## config.mk

```make
export PLATFORM = sky130hd
export DESIGN_NAME = movement_key_last_press_priority_unit
export DESIGN_NICKNAME = d
export VERILOG_FILES = /design/src/sv/mklp_pkg.sv /design/src/sv/mklp_front.sv /design/src/sv/mklp_queue.sv /design/src/sv/mklp_back.sv /design/src/sv/movement_key_last_press_priority_unit.sv
export SDC_FILE = /design/constraint.sdc
export NUM_CORES = 1
export LEC_CHECK = 0
export BUFFER_PORTS_ARGS = -buffer_cell sky130_fd_sc_hd__buf_4
export CORE_UTILIZATION = 60
export CTS_CLUSTER_SIZE = 12
export DETAILED_ROUTE_END_ITERATION = 10
export PLACE_DENSITY = 0.79
export SYNTH_ARGS = -nofsm -noshare
export SYNTH_HDL_FRONTEND = slang
export SYNTH_SLANG_ARGS = --single-unit
```

## constraint.sdc

```tcl
create_clock -name clk -period 18.8 [get_ports clk]
set_input_delay 2.82 -clock clk [delete_from_list [all_inputs] [get_ports clk]]
set_output_delay 2.82 -clock clk [all_outputs]
set_load 0.01 [all_outputs]
```

## src/sv/mklp_pkg.sv

```systemverilog
`timescale 1ns / 1ps
// Shared types and constants for the movement key last-press priority unit.
// No dependencies; imported by every module of the block.
package mklp_pkg;

  localparam int NUM_SLOTS = 8;
  localparam int SLOT_W    = 9;
  localparam int CFG_IDX_W = 4;
  localparam int Q_DEPTH   = 4;
  localparam int Q_AW      = 2;

  localparam logic [15:0] TYPE_SYNC = 16'd0;
  localparam logic [15:0] TYPE_KEY  = 16'd1;

  localparam logic signed [31:0] VAL_RELEASE = 32'sd0;
  localparam logic signed [31:0] VAL_PRESS   = 32'sd1;
  localparam logic signed [31:0] VAL_REPEAT  = 32'sd2;

  localparam logic [SLOT_W-1:0] SLOT_RESET [NUM_SLOTS] = '{
    9'd17, 9'd30, 9'd31, 9'd32, 9'd103, 9'd105, 9'd108, 9'd106
  };

  typedef struct packed {
    logic [15:0]        event_type;
    logic [15:0]        event_code;
    logic signed [31:0] event_value;
  } in_item_t;

  typedef struct packed {
    logic [15:0]        out_type;
    logic [15:0]        out_code;
    logic signed [31:0] out_value;
    logic               last;
  } out_item_t;

  // One queued job: a passthrough event, or one/two key events each
  // followed by a sync event.
  typedef struct packed {
    logic              is_keys;
    logic              two_keys;
    logic [SLOT_W-1:0] k0_code;
    logic              k0_val;
    logic [SLOT_W-1:0] k1_code;
    logic              k1_val;
    in_item_t          pass_item;
  } cmd_t;

  typedef struct packed {
    logic full;
    logic empty;
  } q_stat_t;

endpackage

```

## src/sv/mklp_front.sv

```systemverilog
`timescale 1ns / 1ps
// Front end: slot code registers, held marks and active key; classifies
// each input beat and, where it yields output, pushes a job into the queue. Depends on mklp_pkg.
module mklp_front #(
  parameter int unsigned KEY_CODE_LIMIT = 512
) (
  input  logic                            clk,
  input  logic                            rst_n,
  input  logic                            cfg_valid,
  input  logic [mklp_pkg::CFG_IDX_W-1:0]  cfg_index,
  input  logic [mklp_pkg::SLOT_W-1:0]     cfg_wdata,
  input  logic                            in_valid,
  output logic                            in_ready,
  input  mklp_pkg::in_item_t              in_data,
  input  mklp_pkg::q_stat_t               q_stat,
  output logic                            push,
  output mklp_pkg::cmd_t                  cmd
);
  import mklp_pkg::*;

  localparam logic [16:0] LIMIT = 17'(KEY_CODE_LIMIT);

  logic [SLOT_W-1:0] slot_r [NUM_SLOTS];
  logic [NUM_SLOTS-1:0] held_r, held_nxt;
  logic [SLOT_W-1:0] active_r, active_nxt;

  logic [NUM_SLOTS-1:0] match;
  logic [NUM_SLOTS-1:0] held_rel;
  logic                 is_key, act_eq, accept, push_raw;
  logic [SLOT_W-1:0]    code9;
  logic [SLOT_W-1:0]    best;
  logic                 found;

  assign in_ready = !q_stat.full;
  assign accept   = in_valid && in_ready;
  assign push     = accept && push_raw;
  assign code9    = in_data.event_code[SLOT_W-1:0];

  always_comb begin
    for (int i = 0; i < NUM_SLOTS; i++) begin
      match[i] = (in_data.event_code[15:SLOT_W] == '0) && (slot_r[i] == code9);
    end
  end

  assign is_key   = (in_data.event_type == TYPE_KEY) && (match != '0);
  assign act_eq   = ({7'b0, active_r} == in_data.event_code);
  assign held_rel = held_r & ~match;

  // Lowest held code for restore after release of the active key.
  always_comb begin
    best  = '0;
    found = 1'b0;
    for (int i = 0; i < NUM_SLOTS; i++) begin
      if (held_rel[i] && (slot_r[i] != '0) && ({8'b0, slot_r[i]} < LIMIT) &&
          (!found || (slot_r[i] < best))) begin
        best  = slot_r[i];
        found = 1'b1;
      end
    end
  end

  always_comb begin
    held_nxt      = held_r;
    active_nxt    = active_r;
    push_raw      = 1'b0;
    cmd           = '0;
    cmd.pass_item = in_data;
    if (!is_key) begin
      push_raw = 1'b1;
    end else if (in_data.event_value == VAL_PRESS) begin
      held_nxt = held_r | match;
      if (!act_eq) begin
        push_raw    = 1'b1;
        cmd.is_keys = 1'b1;
        if (active_r != '0) begin
          cmd.two_keys = 1'b1;
          cmd.k0_code  = active_r;
          cmd.k0_val   = 1'b0;
          cmd.k1_code  = code9;
          cmd.k1_val   = 1'b1;
        end else begin
          cmd.k0_code = code9;
          cmd.k0_val  = 1'b1;
        end
        active_nxt = code9;
      end
    end else if (in_data.event_value == VAL_RELEASE) begin
      held_nxt = held_rel;
      if (act_eq) begin
        push_raw    = 1'b1;
        cmd.is_keys = 1'b1;
        cmd.k0_code = code9;
        cmd.k0_val  = 1'b0;
        active_nxt  = '0;
        if (found) begin
          cmd.two_keys = 1'b1;
          cmd.k1_code  = best;
          cmd.k1_val   = 1'b1;
          active_nxt   = best;
        end
      end
    end else if (in_data.event_value == VAL_REPEAT) begin
      push_raw = act_eq;
    end
  end

  always_ff @(posedge clk) begin
    if (!rst_n) begin
      held_r   <= '0;
      active_r <= '0;
      for (int i = 0; i < NUM_SLOTS; i++) begin
        slot_r[i] <= SLOT_RESET[i];
      end
    end else begin
      if (accept) begin
        held_r   <= held_nxt;
        active_r <= active_nxt;
      end
      if (cfg_valid && (cfg_index < CFG_IDX_W'(NUM_SLOTS))) begin
        slot_r[cfg_index[2:0]] <= cfg_wdata;
      end
    end
  end

endmodule

```

## src/sv/mklp_queue.sv

```systemverilog
`timescale 1ns / 1ps
// Small job FIFO between the front end and the result sequencer.
// Depends on mklp_pkg.
module mklp_queue (
  input  logic               clk,
  input  logic               rst_n,
  input  logic               push,
  input  mklp_pkg::cmd_t     push_cmd,
  input  logic               pop,
  output mklp_pkg::cmd_t     head,
  output mklp_pkg::q_stat_t  stat
);
  import mklp_pkg::*;

  cmd_t            mem_r [Q_DEPTH];
  logic [Q_AW-1:0] wr_ptr_r, rd_ptr_r;
  logic [Q_AW:0]   cnt_r, cnt_nxt;

  assign head       = mem_r[rd_ptr_r];
  assign stat.full  = (cnt_r == (Q_AW+1)'(Q_DEPTH));
  assign stat.empty = (cnt_r == '0);

  always_comb begin
    cnt_nxt = cnt_r;
    case ({push, pop})
      2'b10:   cnt_nxt = cnt_r + 1'b1;
      2'b01:   cnt_nxt = cnt_r - 1'b1;
      default: cnt_nxt = cnt_r;
    endcase
  end

  always_ff @(posedge clk) begin
    if (!rst_n) begin
      wr_ptr_r <= '0;
      rd_ptr_r <= '0;
      cnt_r    <= '0;
    end else begin
      cnt_r <= cnt_nxt;
      if (push) wr_ptr_r <= wr_ptr_r + 1'b1;
      if (pop)  rd_ptr_r <= rd_ptr_r + 1'b1;
    end
  end

  always_ff @(posedge clk) begin
    if (push) begin
      mem_r[wr_ptr_r] <= push_cmd;
    end
  end

endmodule

```

## src/sv/mklp_back.sv

```systemverilog
`timescale 1ns / 1ps
// Result sequencer: expands the job at the queue head into result beats
// and holds them in the output register. Depends on mklp_pkg.
module mklp_back (
  input  logic                clk,
  input  logic                rst_n,
  input  mklp_pkg::cmd_t      head,
  input  mklp_pkg::q_stat_t   q_stat,
  output logic                pop,
  output logic                out_valid,
  input  logic                out_ready,
  output mklp_pkg::out_item_t out_data
);
  import mklp_pkg::*;

  logic [1:0] beat_r, beat_nxt;
  logic       out_valid_r, out_valid_nxt;
  out_item_t  out_r, beat_item;
  logic       load, last_beat;
  logic [SLOT_W-1:0] kcode;
  logic              kval;

  assign load = !q_stat.empty && (!out_valid_r || out_ready);

  assign last_beat = !head.is_keys ||
                     (beat_r == (head.two_keys ? 2'd3 : 2'd1));
  assign pop = load && last_beat;

  assign kcode = beat_r[1] ? head.k1_code : head.k0_code;
  assign kval  = beat_r[1] ? head.k1_val  : head.k0_val;

  always_comb begin
    if (!head.is_keys) begin
      beat_item.out_type  = head.pass_item.event_type;
      beat_item.out_code  = head.pass_item.event_code;
      beat_item.out_value = head.pass_item.event_value;
    end else if (beat_r[0]) begin
      // odd beats are the sync report after each key event
      beat_item.out_type  = TYPE_SYNC;
      beat_item.out_code  = 16'd0;
      beat_item.out_value = 32'sd0;
    end else begin
      beat_item.out_type  = TYPE_KEY;
      beat_item.out_code  = {7'b0, kcode};
      beat_item.out_value = {31'b0, kval};
    end
    beat_item.last = last_beat;
  end

  always_comb begin
    beat_nxt      = beat_r;
    out_valid_nxt = out_valid_r;
    if (load) begin
      beat_nxt      = last_beat ? 2'd0 : beat_r + 2'd1;
      out_valid_nxt = 1'b1;
    end else if (out_ready) begin
      out_valid_nxt = 1'b0;
    end
  end

  always_ff @(posedge clk) begin
    if (!rst_n) begin
      beat_r      <= '0;
      out_valid_r <= 1'b0;
    end else begin
      beat_r      <= beat_nxt;
      out_valid_r <= out_valid_nxt;
    end
  end

  always_ff @(posedge clk) begin
    if (load) out_r <= beat_item;
  end

  assign out_valid = out_valid_r;
  assign out_data  = out_r;

endmodule

```

## src/sv/movement_key_last_press_priority_unit.sv

```systemverilog
`timescale 1ns / 1ps
// Movement key last-press priority unit (top level). Uses mklp_pkg, mklp_front,
// mklp_queue and mklp_back.
// An input beat is written into the job queue on accept, then loaded into the
// output register when it is free. Throughput: one result beat per cycle from
// the sequencer unless out_ready stalls it; a job yields 1, 2 or 4 result
// beats, and the front accepts one per cycle while the 4-deep job queue has
// room. Synchronous active-low reset clears held marks, active key, queue and
// output valid, and loads the default slot codes.
module movement_key_last_press_priority_unit #(
  parameter int unsigned KEY_CODE_LIMIT = 512
) (
  input  logic                            clk,
  input  logic                            rst_n,
  input  logic                            cfg_valid,
  output logic                            cfg_ready,
  input  logic [mklp_pkg::CFG_IDX_W-1:0]  cfg_index,
  input  logic [mklp_pkg::SLOT_W-1:0]     cfg_wdata,
  input  logic                            in_valid,
  output logic                            in_ready,
  input  mklp_pkg::in_item_t              in_data,
  output logic                            out_valid,
  input  logic                            out_ready,
  output mklp_pkg::out_item_t             out_data
);
  import mklp_pkg::*;

  logic    q_push, q_pop;
  cmd_t    q_in, q_head;
  q_stat_t q_stat;

  assign cfg_ready = 1'b1;

  mklp_front #(
    .KEY_CODE_LIMIT(KEY_CODE_LIMIT)
  ) u_front (
    .clk       (clk),
    .rst_n     (rst_n),
    .cfg_valid (cfg_valid),
    .cfg_index (cfg_index),
    .cfg_wdata (cfg_wdata),
    .in_valid  (in_valid),
    .in_ready  (in_ready),
    .in_data   (in_data),
    .q_stat    (q_stat),
    .push      (q_push),
    .cmd       (q_in)
  );

  mklp_queue u_queue (
    .clk      (clk),
    .rst_n    (rst_n),
    .push     (q_push),
    .push_cmd (q_in),
    .pop      (q_pop),
    .head     (q_head),
    .stat     (q_stat)
  );

  mklp_back u_back (
    .clk       (clk),
    .rst_n     (rst_n),
    .head      (q_head),
    .q_stat    (q_stat),
    .pop       (q_pop),
    .out_valid (out_valid),
    .out_ready (out_ready),
    .out_data  (out_data)
  );

  a_queue_sane: assert property (@(posedge clk) disable iff (!rst_n)
    !(q_stat.full && q_stat.empty))
    else $error("queue full and empty at once");

  a_pop_ends_item: assert property (@(posedge clk) disable iff (!rst_n)
    q_pop |=> out_valid && out_data.last)
    else $error("job retired without a last beat");

  a_out_from_queue: assert property (@(posedge clk) disable iff (!rst_n)
    $rose(out_valid) |-> $past(!q_stat.empty))
    else $error("result beat with no queued job");

endmodule
```

# == After elaboration in Yosys (flattened, before gate mapping) ==
# Memory sizes are Yosys's and may differ from the RTL's. A register that Yosys moved wholly into a read port is not among the register bits.
# Cells that the tools add are included.
# classes
n_reduce_logical,69
addsub,5
magnitude_cmp,8
eq_ne,17
n_mux,59
bitwise,3
# op_table
cell,count
$mux W9,15
$mux W22,5
$reduce_bool A9 Y1,9
$eq A9 B9 Y1,8
$mux W64,1
$lt A9 B9 Y1,7
$mux W49,1
$eq A32 B2 Y1 const B,1
$eq A32 B3 Y1 const B,1
$logic_not A32 Y1,1
$mux W10,3
$logic_and A1 B1 Y1,29
$mux W1,26
$eq A16 B1 Y1 const B,1
$eq A9 B16 Y1,1
$mux W8,2
$logic_not A1 Y1,11
$logic_or A1 B1 Y1,9
$reduce_or A9 Y1,1
$and A8 B8 Y8,1
$mux W2,4
$not A8 Y8,1
$or A8 B8 Y8,1
$reduce_bool A2 Y1,4
other kinds (16),18
# totals
word_cells,174
output_inout_bits,68
register_bits,92
ram_bits,416
input_bits,82
mem_count,2
# mem_list
name,depth,word_bits,rd,rd_clocked_by_memory_dff,wr,line_no,source
u_queue.mem_r,4,86,1,1,1,mklp_queue.sv:15,cmd_t mem_r [Q_DEPTH];
u_front.slot_r,8,9,8,0,8,mklp_front.sv:23,logic [SLOT_W-1:0] slot_r [NUM_SLOTS];

# == Longest topological paths before layout ==
# An unclocked memory read counts as a cell.
# logic_depth
word_depth,40
mapped_depth,82
mapped_depth_nobuf,71

# == Modules after synthesis ==
# From an unflattened synthesis, not the netlist that was laid out.
# unflattened
hier_cells,1624
hier_area_um2,24139.4
# modules_own_cells
module,cells_per_inst,n_inst,area_per_inst_um2,seq_area_each_um2
mklp_queue,496,1,12893.6,10510.1
mklp_front,946,1,8493.1,2502.4
mklp_back,180,1,2741.4,2011.9
movement_key_last_press_priority_unit,2,1,11.3,0.0

# == Least setup slack after synthesis ==
# OpenSTA, ideal clock, no wires.
# synth_path
path_kind,input-to-reg
startpoint,in in_data[42] (netlist name)
endpoint,mem u_queue.mem_r[0][72] (netlist name) (data pin)
setup_time_ns,0.151
stages,78
arrival_time_ns,17.005
setup_slack_ns,1.643
path_cell_list,nor3_1 > nand4_1 > o31a_1 > buf_2 > and2_1 > nand2_1 > ha_1 > a21o_1 > a21o_1 > a21o_1 > a21oi_1 > o211ai_4 > mux2i_1 > inv_1 > ha_1 > a21o_1 > nand3_1 > a21oi_1 > [... 42 more ...] > o22a_2 > buf_4 > o311ai_1 > o21ai_0 > ha_1 > a21o_1 > a21oi_1 > nor2b_1 > o21ai_0 > nand2b_1 > a21oi_1 > o211ai_1 > o21ai_0 > and2_1 > buf_2 > buf_2 > nand3_1 > nand3_1
# synth_lines
element,line_no,source
from (decl),movement_key_last_press_priority_unit.sv:21,"input mklp_pkg::in_item_t in_data,"
to (decl),mklp_queue.sv:15,

==> results.md <==
- Max-Cap Viols: 0
- Most used cell, CP: a21oi_1
- Number of global-route vias before repair: between 15000 and 20000
- Min-Delay Path Class: flip-flop to flip-flop
- Crit path max fanout: 9
- Peak Freq: ~56 MHz
- Num rows: 72
- Final Wtd Congestion: 1.01
- Worst-Margin Slew: 1.26 ns
- Largest net degree at the start of global routing: 70
- Int Pwr: 2340 uW
- Die height: 200 microns
- Pre-antenna DRT Iters: 5
- Mapped Area: 23600 sq um
- Worst clock skew: between 0.02 and 0.025 ns
- Fin. max-slew vios: 0
- Cells after synthesis: 1581
- # fillers: 2534
- Total power: approximately 3300 uW
- Seq pwr share: 0.481
- Sw Pwr: about 940 uW
- CTS tree: done
- Synthesized Nets: 1725
- Non-filler instance count after layout: 2315
- Switching Fraction: 0.286
- Final hold vios: 0
- Routed vias: approximately 15000
- Yosys top cell by area: edfxtp_1
- Ranking of synthesized cells by area: edfxtp_1 (61%), mux4_2 (8.1%), ha_1 (3.2%)
- Worst path slowest cell: mux2_2
- First DRT Iteration DRCs: 1413
- CTS Sinks: 506
- Maximum vdd drop: 0.117 mV
- DP HPWL: 39900 microns
- I/O Buffers: ~150
- Fraction of layout cells with a size suffix above 1: 0.224
- CP max stage delay: 0.39 ns
- Ys Warns: 0
- CP endpoint kind: flip-flop
- Prevailing post-synth register cell: edfxtp_1
- Clock network fraction of total power: 0.293
- Post-synthesis sequential area ratio: 0.632
- Asr flop ratio synth: 0
- Total track usage: 0.326
- Comb pwr share: 0.227
- Max clock buf depth: 3
- Routed Antenna Nets: 0
- Die width: about 200 microns
- Clk root buf: clkbuf_16
- Outcome: complete, no violations
- Crit Path Category: primary input to flip-flop
- Number of remaining DRC errors: 0
- Critical Path AT: 18.06 ns
- Synth-to-layout area growth: 14.2%
- Area of the multi-input gates: 8170 sq um
- Area share of the largest cell type after synthesis: 0.608
- Antenna cell count: 0
- Syn avg cell area: 14.9 sq um
- Slew HR: 0.151
- Final Cycle Share: 0.944
- Htree depth: 2
- Sequential cell area: 14900 sq um
- Initial antenna violation count: 0
- Total wire length: 64300 microns
- First-pass GRT wire length: 96900 microns
- Yosys reg bits: 506
- Congestion Overflow GR: 0
- Post-layout nets: 1902
- P_leak: 0.00913 uW
- Synth cell types: a little under 90
- # IOs: 150
- Effective utilization at floorplan: 0.608
- Die ar.: ~40000 sq um
- Critical Path RT: 19.11 ns
- Setup violators final: 0
- Cell area power density: around 120 nW/um^2
- Post-synth EDFFs: 477
- Drt via density: around 6.5
- Clk slew on worst S/H paths: 0.06 ns
- Clock Latency Late Sink: ~0.61 ns
- Final Critical Period: 17.74 ns
- Setup TNS: 0 ns
- CTS Buf Count: 52
- WL per Instance: 27.8 microns
- Dpl cells: 2220
- Core area: around 39000 sq um
- Crit path launch type: primary input
-- kinds of logic after synthesis --
group	Yosys count	synth area share
compound gates	250	0.0793
xor+xnor	88	0.0330
fa+ha+maj	62	0.0332
buf+inv	117	0.0224
flops	506	0.632
mux	118	0.0957
other cells	1	0.000159
simple gates	439	0.104
-- critical path: cells and delay by family --
kind,cells,cell delay [ns]
AOI/OAI and AO/OA,43,8.66
adders and majority gates,7,1.94
buffers and inverters,5,0.69
muxes,2,0.74
and+or+nand+nor,15,3.19
-- cell usage in the layout, fill, tap and decap left out, types with 20 or more instances in the layout --
cell type | Yosys | final
mux2i_1 | 25 | 25
a21o_1 | 20 | 20
clkbuf_1 | 39 | 23
a21oi_1 | 51 | 50
nor2b_1 | 65 | 65
nand3_1 | 36 | 36
buf_4 | 7 | 191
mux4_2 | 85 | 85
inv_1 | 48 | 48
o21ai_0 | 51 | 50
clkbuf_16 | 0 | 52
dfxtp_1 | 29 | 27
nand4_1 | 21 | 21
edfxtp_1 | 477 | 477
ha_1 | 61 | 61
nor2_1 | 56 | 56
or3_1 | 27 | 27
and2_1 | 60 | 56
nand2_1 | 72 | 72
nor4_1 | 25 | 25
xnor2_1 | 74 | 74
-- synth_stat cells, types with 10 or more instances --
cell type,n
a21boi_0,11
ha_1,61
xor2_1,13
nand2_1,72
mux4_2,85
nor3_1,19
edfxtp_1,477
o21a_1,11
or3_1,27
o22ai_1,10
nand2b_1,16
o21ai_0,51
clkbuf_1,39
o211ai_1,10
dfxtp_1,29
mux2i_1,25
nor2_1,56
a31oi_1,11
nor4_1,25
inv_1,48
nor2b_1,65
nand4_1,21
a21oi_1,51
a21o_1,20
and2_1,60
nand3_1,36
xnor2_1,74
-- timing repair --
action | in CTS | in global routing
resized for setup | 0 | 2
buffers inserted | 0 | 2
setup endpoints to repair | 0 | 45
hold buffers | 0 | 0
-- sequential cells by signal, indices dropped and copies added, names as in the netlist, named ones only --
register and cells:
u_queue.mem_r 340, u_front.slot_r 72, u_back.out_data 65, u_front.active_r 9, u_queue.cnt_r 3, u_back.beat_r 2
u_queue.rd_ptr_r 2, u_queue.wr_ptr_r 2, u_back.out_valid 1
-- layer usage --
metal,wire length [microns],track usage,vias up
li1,-,-,6513
met1,24300,0.418,7615
met2,32600,0.558,794
met3,4720,0.0488,146
met4,2570,0.137,0
met5,0,0.00238,-
-- power by group through the flow --
stage | Combinational, uW | Clock (uW) | Sequential, uW
3_5_place_dp | 733 | 0 | 1590
2_1_floorplan | 424 | 0 | 1600
4_1_cts | 749 | 966 | 1570
6_report | 743 | 959 | 1570
5_1_grt | 793 | 1010 | 1590
3_3_place_gp | 718 | 0 | 1580
-- through the flow --
step | instance area (sq um) | worst slack [ns] | hold slack (ns) | util
2_1_floorplan | 23600 | 1.64 | 0.476 | -
3_5_place_dp | 25300 | 0.374 | 0.499 | 0.654
6_report | 26900 | 1.06 | 0.513 | 0.695
5_1_grt | 26900 | -0.0205 | 0.572 | 0.695
4_1_cts | 26900 | 0.862 | 0.513 | 0.694
3_3_place_gp | 25300 | 0.708 | 0.490 | 0.654
-- cell type report --
class	count	area share
Clock buffer	79	0.0536
Timing Repair Buffer	192	0.0540
Inverter	48	0.00669
Clock inverter	14	0.00414
Sequential cell	506	0.554
Multi-Input combinational cell	958	0.303
Tap cell	518	0.0241
-- path summary, 6_finish.rpt --
check	start	endpoint	slack, ns	depth (start not counted)
setup / recovery	in_data[47]	u_queue.mem_r[1][67]$_DFFE_PP_	1.06	72
hold / removal	flip-flop	flip-flop	0.51	2
setup reg to reg	u_front.slot_r[0][6]$_SDFFCE_PN0P_	u_queue.mem_r[1][67]$_DFFE_PP_	3.17	70
hold reg to reg	flip-flop	flip-flop	0.51	2
No activity file was read; power rests on OpenSTA's default activity.
